### src/hdl/tvsp_pkg.sv
// Shared types, codes and constants for the tagged value stream parser.
// No dependencies; tvsp_front, tvsp_back and the top unit import this package.
package tvsp_pkg;

   // Default sizing
   localparam int LENGTH_BITS_DEF      = 32;
   localparam int MAX_NUMBER_BYTES_DEF = 10;
   localparam int MID_DEPTH_DEF        = 4;
   localparam int RSP_DEPTH_DEF        = 4;

   // Result event codes
   localparam logic [2:0] EV_BOOL       = 3'd0;
   localparam logic [2:0] EV_INT        = 3'd1;
   localparam logic [2:0] EV_TEXT_START = 3'd2;
   localparam logic [2:0] EV_TEXT_BYTE  = 3'd3;
   localparam logic [2:0] EV_BLOB_START = 3'd4;
   localparam logic [2:0] EV_BLOB_BYTE  = 3'd5;
   localparam logic [2:0] EV_END        = 3'd6;
   localparam logic [2:0] EV_ERROR      = 3'd7;

   // Error codes
   localparam logic [2:0] ERR_NONE      = 3'd0;
   localparam logic [2:0] ERR_PREFIX    = 3'd1;
   localparam logic [2:0] ERR_TAG       = 3'd2;
   localparam logic [2:0] ERR_TRUNCATED = 3'd3;
   localparam logic [2:0] ERR_OVERLONG  = 3'd4;

   // Type tag bytes
   localparam logic [7:0] TAG_BYTE_BOOL = 8'h7D;
   localparam logic [7:0] TAG_BYTE_INT  = 8'h7C;
   localparam logic [7:0] TAG_BYTE_TEXT = 8'h71;
   localparam logic [7:0] TAG_BYTE_BLOB = 8'h68;
   localparam logic [7:0] BOOL_TRUE     = 8'h01;

   // Decoded tag class of a byte
   typedef enum logic [2:0] {
      TAG_BOOL,
      TAG_INT,
      TAG_TEXT,
      TAG_BLOB,
      TAG_NONE
   } tag_type;

   // Input transaction
   typedef struct packed {
      logic [7:0] data_byte;
      logic       final_byte;
   } req_item_type;

   // Result transaction
   typedef struct packed {
      logic [2:0]         event_res;
      logic signed [63:0] value;
      logic [2:0]         error_code;
      logic               message_done;
   } rsp_item_type;

   // Classified byte handed from front to back
   typedef struct packed {
      logic [7:0] data_byte;
      logic       final_byte;
      tag_type    tag;
      logic       cont;
      logic       sign;
      logic [6:0] grp;
      logic       is_true;
   } mid_item_type;

   // Expected prefix byte at a given position: "DIDL"
   function automatic logic [7:0] didl_mark(input logic [1:0] idx);
      logic [7:0] mark;
      unique case (idx)
         2'd0:    mark = 8'h44;
         2'd1:    mark = 8'h49;
         2'd2:    mark = 8'h44;
         default: mark = 8'h4C;
      endcase
      return mark;
   endfunction

endpackage

### src/hdl/tagged_value_stream_parser_unit.sv
// Tagged value stream parser: DIDL prefix check, LEB128 numbers, payload pass-through.
// Input transactions carry one message byte and a final-byte flag; pushed while
// req_full is low. Result transactions (event, value, error code, message_done)
// are read while rsp_empty is low and removed with rsp_pop. Each byte yields
// zero or one result.
// An accepted byte is stored in the middle queue, parsed by the back end as it
// leaves that queue, and its result is stored in the result queue, from which
// rsp_data shows it and rsp_pop removes it.
// Throughput: one byte per cycle while bytes wait and the result queue has room;
// the back end parses each byte combinationally (one shift-or and compares per byte).
// A front classifier feeds a MID_DEPTH queue; the back end writes an RSP_DEPTH
// result queue. When the receiver stalls, the result queue fills, the back end
// stops, the middle queue fills and req_full rises; nothing is lost.
// Reset (synchronous, active high) empties both queues and returns the parser
// to waiting for the prefix of a new message.
// Depends on tvsp_pkg, tvsp_front, tvsp_fifo and tvsp_back.
module tagged_value_stream_parser_unit
   import tvsp_pkg::*;
#(
   parameter int LENGTH_BITS      = LENGTH_BITS_DEF,
   parameter int MAX_NUMBER_BYTES = MAX_NUMBER_BYTES_DEF,
   parameter int MID_DEPTH        = MID_DEPTH_DEF,
   parameter int RSP_DEPTH        = RSP_DEPTH_DEF
) (
   input  logic         clock,
   input  logic         reset,
   input  logic         req_push,
   input  req_item_type req_data,
   output logic         req_full,
   input  logic         rsp_pop,
   output rsp_item_type rsp_data,
   output logic         rsp_empty
);

   mid_item_type mid_in, mid_out;
   logic         mid_empty;
   logic         rsp_full;
   logic         back_go;
   logic         back_valid;
   rsp_item_type back_item;

   // Classify the byte on the way in
   tvsp_front u_front (
      .req_item (req_data),
      .mid_item (mid_in)
   );

   // Decoupling queue between front and back
   tvsp_fifo #(
      .WIDTH ($bits(mid_item_type)),
      .DEPTH (MID_DEPTH)
   ) u_mid_fifo (
      .clock     (clock),
      .reset     (reset),
      .push      (req_push),
      .push_data (mid_in),
      .full      (req_full),
      .pop       (back_go),
      .pop_data  (mid_out),
      .empty     (mid_empty)
   );

   // Back end advances when a byte waits and a result slot is free
   assign back_go = !mid_empty && !rsp_full;

   tvsp_back #(
      .LENGTH_BITS      (LENGTH_BITS),
      .MAX_NUMBER_BYTES (MAX_NUMBER_BYTES)
   ) u_back (
      .clock     (clock),
      .reset     (reset),
      .go        (back_go),
      .mid_item  (mid_out),
      .rsp_valid (back_valid),
      .rsp_item  (back_item)
   );

   // Result queue
   tvsp_fifo #(
      .WIDTH ($bits(rsp_item_type)),
      .DEPTH (RSP_DEPTH)
   ) u_rsp_fifo (
      .clock     (clock),
      .reset     (reset),
      .push      (back_valid),
      .push_data (back_item),
      .full      (rsp_full),
      .pop       (rsp_pop),
      .pop_data  (rsp_data),
      .empty     (rsp_empty)
   );

endmodule

### src/hdl/tvsp_fifo.sv
// Small synchronous queue of flip-flops with first-word fall-through read.
// Depends on nothing; used between front and back and at the result side.
module tvsp_fifo #(
   parameter int WIDTH = 8,
   parameter int DEPTH = 4
) (
   input  logic             clock,
   input  logic             reset,
   input  logic             push,
   input  logic [WIDTH-1:0] push_data,
   output logic             full,
   input  logic             pop,
   output logic [WIDTH-1:0] pop_data,
   output logic             empty
);

   localparam int AW = (DEPTH > 1) ? $clog2(DEPTH) : 1;
   localparam int CW = $clog2(DEPTH + 1);

   logic [WIDTH-1:0] mem_ff [DEPTH];
   logic [AW-1:0]    wr_ptr_ff, wr_ptr_in;
   logic [AW-1:0]    rd_ptr_ff, rd_ptr_in;
   logic [CW-1:0]    count_ff, count_in;
   logic             do_push, do_pop;

   assign full     = (count_ff == CW'(DEPTH));
   assign empty    = (count_ff == '0);
   assign do_push  = push && !full;
   assign do_pop   = pop && !empty;
   assign pop_data = mem_ff[rd_ptr_ff];

   // Pointer and count update with wrap at DEPTH
   always_comb begin
      wr_ptr_in = wr_ptr_ff;
      rd_ptr_in = rd_ptr_ff;
      count_in  = count_ff;
      if (do_push) begin
         wr_ptr_in = (wr_ptr_ff == AW'(DEPTH - 1)) ? '0 : wr_ptr_ff + 1'b1;
      end
      if (do_pop) begin
         rd_ptr_in = (rd_ptr_ff == AW'(DEPTH - 1)) ? '0 : rd_ptr_ff + 1'b1;
      end
      if (do_push && !do_pop) begin
         count_in = count_ff + 1'b1;
      end else if (do_pop && !do_push) begin
         count_in = count_ff - 1'b1;
      end
   end

   always_ff @(posedge clock) begin
      if (reset) begin
         wr_ptr_ff <= '0;
         rd_ptr_ff <= '0;
         count_ff  <= '0;
      end else begin
         wr_ptr_ff <= wr_ptr_in;
         rd_ptr_ff <= rd_ptr_in;
         count_ff  <= count_in;
      end
   end

   // Storage, no reset
   always_ff @(posedge clock) begin
      if (do_push) begin
         mem_ff[wr_ptr_ff] <= push_data;
      end
   end

endmodule

### src/hdl/tvsp_front.sv
// Front end: classifies each incoming byte (tag class, LEB128 fields).
// Depends on tvsp_pkg; feeds the queue ahead of tvsp_back.
module tvsp_front
   import tvsp_pkg::*;
(
   input  req_item_type req_item,
   output mid_item_type mid_item
);

   // Tag decode
   always_comb begin
      unique case (req_item.data_byte)
         TAG_BYTE_BOOL: mid_item.tag = TAG_BOOL;
         TAG_BYTE_INT:  mid_item.tag = TAG_INT;
         TAG_BYTE_TEXT: mid_item.tag = TAG_TEXT;
         TAG_BYTE_BLOB: mid_item.tag = TAG_BLOB;
         default:       mid_item.tag = TAG_NONE;
      endcase
   end

   // LEB128 group fields and pass-through
   assign mid_item.data_byte  = req_item.data_byte;
   assign mid_item.final_byte = req_item.final_byte;
   assign mid_item.cont       = req_item.data_byte[7];
   assign mid_item.sign       = req_item.data_byte[6];
   assign mid_item.grp        = req_item.data_byte[6:0];
   assign mid_item.is_true    = (req_item.data_byte == BOOL_TRUE);

endmodule

### src/hdl/tvsp_back.sv
// Back end: the parse state machine, one classified byte per cycle while go is high.
// Depends on tvsp_pkg; reads the middle queue and writes the result queue.
module tvsp_back
   import tvsp_pkg::*;
#(
   parameter int LENGTH_BITS      = LENGTH_BITS_DEF,
   parameter int MAX_NUMBER_BYTES = MAX_NUMBER_BYTES_DEF
) (
   input  logic         clock,
   input  logic         reset,
   input  logic         go,
   input  mid_item_type mid_item,
   output logic         rsp_valid,
   output rsp_item_type rsp_item
);

   localparam logic [6:0] SHIFT_LIMIT = 7'(7 * MAX_NUMBER_BYTES);
   localparam logic [6:0] LEN_SHIFT   = 7'(LENGTH_BITS);

   typedef enum logic [2:0] {
      PH_PREFIX  = 3'd0,
      PH_TAG     = 3'd1,
      PH_BOOL    = 3'd2,
      PH_INT     = 3'd3,
      PH_LEN     = 3'd4,
      PH_PAYLOAD = 3'd5
   } phase_type;

   phase_type              phase_ff, phase_in;
   logic [1:0]             prefix_ff, prefix_in;
   logic                   blob_ff, blob_in;
   logic [63:0]            acc_ff, acc_in;
   logic [6:0]             shift_ff, shift_in;
   logic [LENGTH_BITS-1:0] left_ff, left_in;
   logic                   discard_ff, discard_in;

   logic [70:0]            wide;
   logic [6:0]             shift_next;
   logic [63:0]            acc_or;
   logic [LENGTH_BITS-1:0] left_dec;
   logic                   fin;
   logic                   emit, fail, restart;
   logic [2:0]             ev, err;
   logic [63:0]            val;

   assign fin        = mid_item.final_byte;
   assign wide       = {64'd0, mid_item.grp} << shift_ff;
   assign shift_next = shift_ff + 7'd7;
   assign acc_or     = acc_ff | wide[63:0];
   assign left_dec   = (left_ff != '0) ? left_ff - 1'b1 : left_ff;

   // Next-state and result decode
   always_comb begin
      phase_in   = phase_ff;
      prefix_in  = prefix_ff;
      blob_in    = blob_ff;
      acc_in     = acc_ff;
      shift_in   = shift_ff;
      left_in    = left_ff;
      discard_in = discard_ff;
      emit       = 1'b0;
      fail       = 1'b0;
      restart    = 1'b0;
      ev         = EV_END;
      err        = ERR_NONE;
      val        = '0;

      if (discard_ff) begin
         restart = fin;
      end else begin
         unique case (phase_ff)
            PH_PREFIX: begin
               if (mid_item.data_byte != didl_mark(prefix_ff)) begin
                  fail = 1'b1;
                  err  = ERR_PREFIX;
               end else if (prefix_ff == 2'd3) begin
                  prefix_in = '0;
                  phase_in  = PH_TAG;
                  if (fin) begin
                     emit = 1'b1;
                     ev   = EV_END;
                  end
               end else begin
                  prefix_in = prefix_ff + 1'b1;
                  if (fin) begin
                     fail = 1'b1;
                     err  = ERR_PREFIX;
                  end
               end
            end
            PH_TAG: begin
               acc_in   = '0;
               shift_in = '0;
               unique case (mid_item.tag)
                  TAG_BOOL: phase_in = PH_BOOL;
                  TAG_INT:  phase_in = PH_INT;
                  TAG_TEXT: begin
                     phase_in = PH_LEN;
                     blob_in  = 1'b0;
                  end
                  TAG_BLOB: begin
                     phase_in = PH_LEN;
                     blob_in  = 1'b1;
                  end
                  default: ;
               endcase
               if (mid_item.tag == TAG_NONE) begin
                  fail = 1'b1;
                  err  = ERR_TAG;
               end else if (fin) begin
                  fail = 1'b1;
                  err  = ERR_TRUNCATED;
               end
            end
            PH_BOOL: begin
               phase_in = PH_TAG;
               emit     = 1'b1;
               ev       = EV_BOOL;
               val      = {63'd0, mid_item.is_true};
            end
            PH_INT: begin
               if (shift_ff < 7'd64) begin
                  acc_in = acc_or;
               end
               if (mid_item.cont) begin
                  if (shift_next >= SHIFT_LIMIT) begin
                     fail = 1'b1;
                     err  = ERR_OVERLONG;
                  end else if (fin) begin
                     fail = 1'b1;
                     err  = ERR_TRUNCATED;
                  end else begin
                     shift_in = shift_next;
                  end
               end else begin
                  // sign-extend from bit 6 of the last group
                  if (shift_next < 7'd64 && mid_item.sign) begin
                     acc_in = acc_in | (~64'd0 << shift_next);
                  end
                  phase_in = PH_TAG;
                  emit     = 1'b1;
                  ev       = EV_INT;
                  val      = acc_in;
               end
            end
            PH_LEN: begin
               if (shift_ff >= LEN_SHIFT) begin
                  if (mid_item.grp != '0) begin
                     fail = 1'b1;
                     err  = ERR_OVERLONG;
                  end
               end else if (wide[70:LENGTH_BITS] != '0) begin
                  fail = 1'b1;
                  err  = ERR_OVERLONG;
               end else begin
                  acc_in = acc_or;
               end
               if (!fail) begin
                  if (mid_item.cont) begin
                     if (shift_next >= SHIFT_LIMIT) begin
                        fail = 1'b1;
                        err  = ERR_OVERLONG;
                     end else if (fin) begin
                        fail = 1'b1;
                        err  = ERR_TRUNCATED;
                     end else begin
                        shift_in = shift_next;
                     end
                  end else if (acc_in == '0) begin
                     phase_in = PH_TAG;
                     emit     = 1'b1;
                     ev       = blob_ff ? EV_BLOB_START : EV_TEXT_START;
                  end else if (fin) begin
                     fail = 1'b1;
                     err  = ERR_TRUNCATED;
                  end else begin
                     left_in  = acc_in[LENGTH_BITS-1:0];
                     phase_in = PH_PAYLOAD;
                     emit     = 1'b1;
                     ev       = blob_ff ? EV_BLOB_START : EV_TEXT_START;
                     val      = acc_in;
                  end
               end
            end
            PH_PAYLOAD: begin
               left_in = left_dec;
               if (left_dec != '0 && fin) begin
                  fail = 1'b1;
                  err  = ERR_TRUNCATED;
               end else begin
                  if (left_dec == '0) begin
                     phase_in = PH_TAG;
                  end
                  emit = 1'b1;
                  ev   = blob_ff ? EV_BLOB_BYTE : EV_TEXT_BYTE;
                  val  = {56'd0, mid_item.data_byte};
               end
            end
            default: restart = 1'b1;
         endcase

         // error handling: close the message or drop its remainder
         if (fail) begin
            emit = 1'b1;
            ev   = EV_ERROR;
            val  = '0;
            if (fin) begin
               restart = 1'b1;
            end else begin
               discard_in = 1'b1;
            end
         end else if (emit && fin) begin
            restart = 1'b1;
         end
      end

      if (restart) begin
         phase_in   = PH_PREFIX;
         prefix_in  = '0;
         blob_in    = 1'b0;
         acc_in     = '0;
         shift_in   = '0;
         left_in    = '0;
         discard_in = 1'b0;
      end
   end

   // Result toward the output queue
   assign rsp_valid             = go && emit;
   assign rsp_item.event_res    = ev;
   assign rsp_item.value        = val;
   assign rsp_item.error_code   = err;
   assign rsp_item.message_done = fin;

   always_ff @(posedge clock) begin
      if (reset) begin
         phase_ff   <= PH_PREFIX;
         prefix_ff  <= '0;
         blob_ff    <= 1'b0;
         acc_ff     <= '0;
         shift_ff   <= '0;
         left_ff    <= '0;
         discard_ff <= 1'b0;
      end else if (go) begin
         phase_ff   <= phase_in;
         prefix_ff  <= prefix_in;
         blob_ff    <= blob_in;
         acc_ff     <= acc_in;
         shift_ff   <= shift_in;
         left_ff    <= left_in;
         discard_ff <= discard_in;
      end
   end

endmodule

### config.mk
export PLATFORM = sky130hd
export DESIGN_NAME = tagged_value_stream_parser_unit
export DESIGN_NICKNAME = d
export VERILOG_FILES = /design/src/hdl/tvsp_pkg.sv /design/src/hdl/tagged_value_stream_parser_unit.sv /design/src/hdl/tvsp_fifo.sv /design/src/hdl/tvsp_front.sv /design/src/hdl/tvsp_back.sv
export SDC_FILE = /design/constraint.sdc
export NUM_CORES = 1
export LEC_CHECK = 0
export ABC_AREA = 1
export BUFFER_PORTS_ARGS = -buffer_cell sky130_fd_sc_hd__buf_4
export CORE_UTILIZATION = 41
export DETAILED_ROUTE_END_ITERATION = 16
export HOLD_SLACK_MARGIN = 0.1
export PLACE_DENSITY = 0.59
export SLEW_MARGIN = 40
export SYNTH_ARGS = -nofsm -noshare
export SYNTH_HDL_FRONTEND = slang
export SYNTH_SLANG_ARGS = --single-unit
### constraint.sdc
create_clock -name clock -period 13.7 [get_ports clock]
set_input_delay 1.37 -clock clock [delete_from_list [all_inputs] [get_ports clock]]
set_output_delay 1.37 -clock clock [all_outputs]
set_load 0.01 [all_outputs]
[Yosys cells after proc, flatten, opt, wreduce, memory -nomap -nowiden]
Memory sizes are Yosys's and may differ from the RTL's. A register that Yosys moved wholly into a read port is not among the register bits.
Cells that the tools add are included.
Word-level totals
  bits in writable memories: 372
  output and inout bits: 73
  flip-flop bits (word level): 124
  word-level logic and storage cells: 264
  input port bits: 13
  memories: 2
Memories
  u_rsp_fifo.mem_ff: words 4, bits a word 71, read ports 1, clocked after memory_dff 1, write ports 1, line tvsp_fifo.sv:20  | logic [WIDTH-1:0] mem_ff [DEPTH];
  u_mid_fifo.mem_ff: words 4, bits a word 22, read ports 1, clocked after memory_dff 1, write ports 1, line tvsp_fifo.sv:20
Cells by class
  add/subtract/negate cells: 11
  bitwise gates (word level): 2
  magnitude comparators: 4
  reduce and logical (&&, ||, !) cells: 49
  shift operators: 2
  mux-type cells: 144
  equality and inequality tests: 37
Operators with widths (number)
  64-bit two-way mux: 18
  64-bit case mux with 4 select lines: 1
  32-bit two-way mux: 7
  64-bit case mux with 3 select lines: 1
  64-bit OR: 2
  3-bit two-way mux: 39
  7-bit by 7-bit left shift with 71-bit output: 1
  64-bit zero test: 1
  32-bit case mux with 2 select lines: 1
  32-bit nonzero test: 2
  64-bit by 7-bit left shift with 64-bit output (first input constant): 1
  1-bit two-way mux: 43
  7-bit two-way mux: 6
  39-bit nonzero test: 1
  8-bit by 7-bit == test with 1-bit output (second input constant): 4
  32-bit zero test: 1
  32-bit by 1-bit subtractor with 32-bit output (second input constant): 1
  2-bit two-way mux: 15
  8-bit two-way mux: 3
  3-bit case mux with 4 select lines: 2
  7-bit case mux with 3 select lines: 1
  3-bit by 2-bit != test with 1-bit output (second input constant): 6
  3-bit case mux with 6 select lines: 1
  3-bit == test (second input constant): 5
  38 further kinds: 86

[Depth between registers and ports, before layout]
  word-level depth: 20
  gate-level depth with buffers: 37
  mapped depth without buffers: 35

[Hierarchy]
A second synthesis with hierarchy kept.
Second synthesis, totals
  cell total of the unflattened synthesis: 3118
  area, all modules: 26364.0 um^2
By module, submodules not included
  tvsp_back: times used 1, cells each 2025, seq. area each 2202.1 um^2, area an instance 11262.1 um^2
  tvsp_fifo (u_rsp_fifo): times used 1, cells each 758, seq. area each 8708.4 um^2, area an instance 11034.3 um^2
  tvsp_fifo (u_mid_fifo): times used 1, cells each 284, seq. area each 2822.7 um^2, area an instance 3798.6 um^2
  tvsp_front: times used 1, cells each 50, seq. area each 0.0 um^2, area an instance 265.3 um^2
  tagged_value_stream_parser_unit: times used 1, cells each 1, seq. area each 0.0 um^2, area an instance 3.8 um^2

[Worst setup path after synthesis]
No wires, ideal clock.
  path kind: register to register
  start point: reg u_back.left_ff[0]
  end point: mem u_rsp_fifo.mem_ff[0][0] (netlist name) (enable)
  clock period less this slack: 6413 ps
  path buffers: 0
  arrival time: 5912 ps
  path slack: 7287 ps
  cell stages (with the launch flop): 29
  data required time: 13199 ps
  setup time: 501 ps
  cells stage by stage: dfxtp_1 -> inv_1 -> ha_1 -> nand2_1 -> nor2_2 -> nand4_1 -> nor2_4 -> nor2_4 -> nand2_4 -> nor2_4 -> nand2_2 -> nor2_4 -> nand2_4 -> nor2_4 -> nand2_1 -> xor2_1 -> nor4_2 -> nand2_1 -> nor2_2 -> nand2_1 -> nand2_2 -> nand2_4 -> nand2_1 -> nor2_1 -> nand2_2 -> nor2_1 -> nor3_1 -> inv_1 -> nor2_1
Between the ends
  word-level cells in the longest chain between the ends: 13
  elaborated cells between the ends (all ways): 17
  classes of those cells: 1 x add/sub; 11 x mux; 5 x reduce/logical
Ends and longest elaborated chain
  from (decl): line tvsp_back.sv:34  | logic [LENGTH_BITS-1:0] left_ff, left_in;
  from (signal assigned): line tvsp_back.sv:250  | left_ff <= left_in;
  32-bit by 1-bit subtractor with 32-bit output or 32-bit nonzero test (tied branches): line tvsp_back.sv:50  | assign left_dec = (left_ff != '0) ? left_ff - 1'b1 : left_ff;
  32-bit two-way mux *: line tvsp_back.sv:50
  32-bit nonzero test *: line tvsp_back.sv:187  | if (left_dec != '0 && fin) begin
  1-bit logical AND *: line tvsp_back.sv:187
  1-bit two-way mux: line tvsp_back.sv:187
  1-bit case mux with 5 select lines: line tvsp_back.sv:71  | unique case (phase_ff)
  1-bit two-way mux: line tvsp_back.sv:68  | if (discard_ff) begin
  1-bit two-way mux *: line tvsp_back.sv:203  | if (fail) begin
  1-bit two-way mux *: line tvsp_back.sv:68
  1-bit logical AND *: line tvsp_back.sv:229  | assign rsp_valid = go && emit;
  1-bit logical AND *: line tvsp_fifo.sv:28  | assign do_push = push && !full;
  net u_rsp_fifo.do_push: line tvsp_fifo.sv:24  | logic do_push, do_pop;
  1-bit two-way mux *: line tvsp_fifo.sv:64  | if (do_push) begin
  1-bit two-way mux (implied by the code) *: line tvsp_fifo.sv:65  | mem_ff[wr_ptr_ff] <= push_data;
  to (decl): line tvsp_fifo.sv:20
The timed path passes the listed nets; every way through them passes the cells marked *. The select of a mux whose other input is x is not followed.

==> flow_summary.ini <==
[cells_and_area]
syn_to_final_growth_pct = 11.92
design_area_sq_um = 27310
fin_nets = 2971
stdcell_count = 3753
num-fill-cells = 5783
drive_above_1_share_pct = 9.936

[timing]
period_minus_slack_ns = 7.168
skew_ns = 0.03903
slew_viol_final = 0
setup-tns-final_ns = 0
max-slew-margin-rel_pct = 45.04
hold_viol_final = 0
period_share_pct = 52.32
rsz0062_at_grt = no
final-setup-viol-count = 0
timing.fmax_ghz = 0.1395
worst_slew_pin_slew_ns = 0.8245
setup_ws_ns = 6.532

[detailed_routing]
wl_per_cell_um = 22.76
via_count = 21420
drtIter0Drc = 2305
routed_via_density = 5.707
drc = 0
firstDrtPassIters = 6
antenna_left = 0
routed_wl_um = 85400

[critical_path]
worstSetupPathType = register to register
cp_slowest_stage_delay_ns = 0.69
ff2ff_setup_slack_ns = 6.53
critPathCaptureType = register
crit_arrival_ns = 7.40
crit_slowest_cell = dfxtp_1
crit_path_start_kind = register
endpoint = u_rsp_fifo.mem_ff[1][32]
required_ns = 13.93
reg2regPathDepth = 28
crit_path_max_fanout = 44
cp_common_cell = nand2_1
r2r-end = u_rsp_fifo.mem_ff[1][32]

[placement]
placedCellCount = 3656
placed_cell_area_sq_um = 25600
dp_slack_ns = 6.635
place.port_buffers = 85
place_congestion = 1.006
hpwl_um = 58730

[global_route]
overflow = 0
grt_start_max_net_pins = 95
grt_pass1_vias = 20290
grt_usage_pct = 28.08
grt_pass1_wl_um = 128400
antenna_found_initial = 1

[synth]
synthCells = 2927
syn_avg_cell_area_sq_um = 8.336
ys_warn_count = 0
ys.flop_type = edfxtp_1
synth.distinct_cells = 61
yosysSeqAreaShare_pct = 51.85
synthArstFlopShare_pct = 0
ys_seq_elements = 464
syn-num-nets = 2962
netlist_area_sq_um = 24400
synth_edf_count = 336

[clocking]
clock_latency_ns = 0.62
cts-resized-gates = 0
cts_tree = yes
cts.clk_slew.worst_paths_ns = 0.06
numCtsBuffers = 51
clock_path_buffers = 3
cts_setup_buffers = 0
root_buffer = clkbuf_16
h-tree-depth = 2
ctsHoldBuffers = 0
cts.sinks = 464

[min_path]
min_from = u_rsp_fifo.count_ff[2]
min_path_type = register to register

[floorplanning]
core_sq_um = 58910
rows = 89
start_util_pct = 41.42
die_width_um = 246.0
die_y_um = 246.0
dieArea_sq_um = 60490
boundaryPins = 86

[power]
peakVddDrop_uv = 150.6
leakagePower_nw = 10.43
cellPowerDensity_nw_per_um2 = 235.9

[run]
drv_cap = 0

[outcome]
run_status = finished clean
## worst min-delay path by stage
stage,endpoint,cells after the start,slack (ns)
floorplan,u_back.left_ff[31],2,0.44
global placement,u_back.acc_ff[14],2,0.45
detailed placement,u_back.left_ff[31],2,0.47
CTS,u_back.acc_ff[13],2,0.48
global route,u_back.acc_ff[14],2,0.50
finish,u_rsp_fifo.count_ff[2],2,0.48
## per-stage QoR
step           total power, mW  util, %  hold WS, ns
2_1_floorplan            4.035        -       0.4403
3_3_place_gp             5.001    43.39       0.4549
3_5_place_dp             5.040    43.46       0.4660
4_1_cts                  6.437    46.34       0.4769
5_1_grt                  6.835    46.35       0.4999
6_report                 6.441    46.36       0.4805
## synthesized netlist by cell type, types with 14 or more instances
| master | count | area, sq um |
|---|---|---|
| a22oi_1 | 14 | 105.1 |
| o22ai_1 | 103 | 644.4 |
| nand3_1 | 151 | 755.7 |
| inv_1 | 229 | 859.6 |
| a21oi_1 | 152 | 760.7 |
| a31oi_1 | 17 | 106.4 |
| inv_2 | 15 | 56.30 |
| dfxtp_1 | 128 | 2562 |
| nor4_1 | 14 | 87.58 |
| o21ai_0 | 284 | 1421 |
| o21ai_1 | 51 | 255.2 |
| ha_1 | 20 | 250.2 |
| buf_2 | 22 | 110.1 |
| clkbuf_1 | 116 | 435.4 |
| nor2_1 | 520 | 1952 |
| nand4_1 | 47 | 294.0 |
| xor2_1 | 28 | 245.2 |
| o211ai_1 | 32 | 240.2 |
| nand2_2 | 16 | 100.1 |
| nand2_1 | 469 | 1760 |
| edfxtp_1 | 336 | 10090 |
| nor3_1 | 30 | 150.1 |
## cell usage in the layout (no fill, tap or decap), types with 4 or more instances in the layout
master	instances
a211oi_1	6
a21oi_1	152
a221oi_1	6
a22oi_1	14
a31oi_1	17
a32oi_1	5
buf_4	123
bufinv_16	4
clkbuf_1	14
clkbuf_16	52
clkbuf_8	4
clkinv_1	7
clkinv_2	6
dfxtp_1	124
edfxtp_1	336
ha_1	20
inv_1	225
inv_2	17
nand2_1	469
nand2_2	16
nand2_4	4
nand3_1	151
nand3_2	13
nand4_1	47
nor2_1	511
nor2_2	11
nor2_4	13
nor3_1	29
nor4_1	13
o211ai_1	32
o21ai_0	283
o21ai_1	52
o22ai_1	103
o31ai_1	8
xnor2_1	4
xor2_1	28
## power breakdown
part	switching (mW)	internal (mW)
Sequential	0.166	1.89
Clock	0.586	0.803
Combinational	2.12	0.871
## registers in the layout (all words and copies together) (netlist names), named ones only
name / flops
u_mid_fifo.rd_ptr_ff: 2
u_mid_fifo.count_ff: 3
u_rsp_fifo.mem_ff: 284
u_back.acc_ff: 64
u_back.prefix_ff: 2
u_back.blob_ff: 1
u_back.discard_ff: 1
u_back.shift_ff: 7
u_rsp_fifo.rd_ptr_ff: 2
u_mid_fifo.wr_ptr_ff: 2
u_rsp_fifo.wr_ptr_ff: 2
u_rsp_fifo.count_ff: 3
u_mid_fifo.mem_ff: 52
u_back.left_ff: 32
u_back.phase_ff: 3
## logic make-up (layout without fill, tap and decap cells)
| group | after synthesis | count (layout) | synth area share, % |
|---|---|---|---|
| XOR/XNOR | 32 | 32 | 1.149 |
| buffers and inverters | 418 | 470 | 7.128 |
| AND/OR/NAND/NOR | 1294 | 1294 | 22.64 |
| AO/OA/AOI/OAI | 697 | 697 | 16.04 |
| other | 0 | 1 | 0 |
| flip-flops | 464 | 464 | 51.85 |
| adder cells (fa/ha/maj) | 22 | 22 | 1.190 |
## layer usage
layer	vias to the layer above	GRT usage [%]	routed length [um]
met5	-	0	0
met4	0	9.481	2801
met3	144	4.507	6232
met2	852	44.28	38750
met1	10330	39.05	37620
li1	10090	-	-
## critical path, delay by kind of cell (launching register included)
kind | cells | cell delay, ns
AO/OA/AOI/OAI | 1 | 0.25
buffers and inverters | 4 | 1.70
flip-flops | 1 | 0.69
AND/OR/NAND/NOR | 23 | 4.02
## layout make-up
type	instances	area (sq um)	share of cell area [%]
sequential	464	12660	46.36
multi-input combinational	2045	10070	36.87
clock buffer	70	1409	5.159
timing repair buffer	127	977.2	3.578
tap	773	967.2	3.542
inverter	247	938.4	3.436
clock inverter	26	286.5	1.049
antenna	1	2.502	0.009164
(Power assumes the default switching activity.)
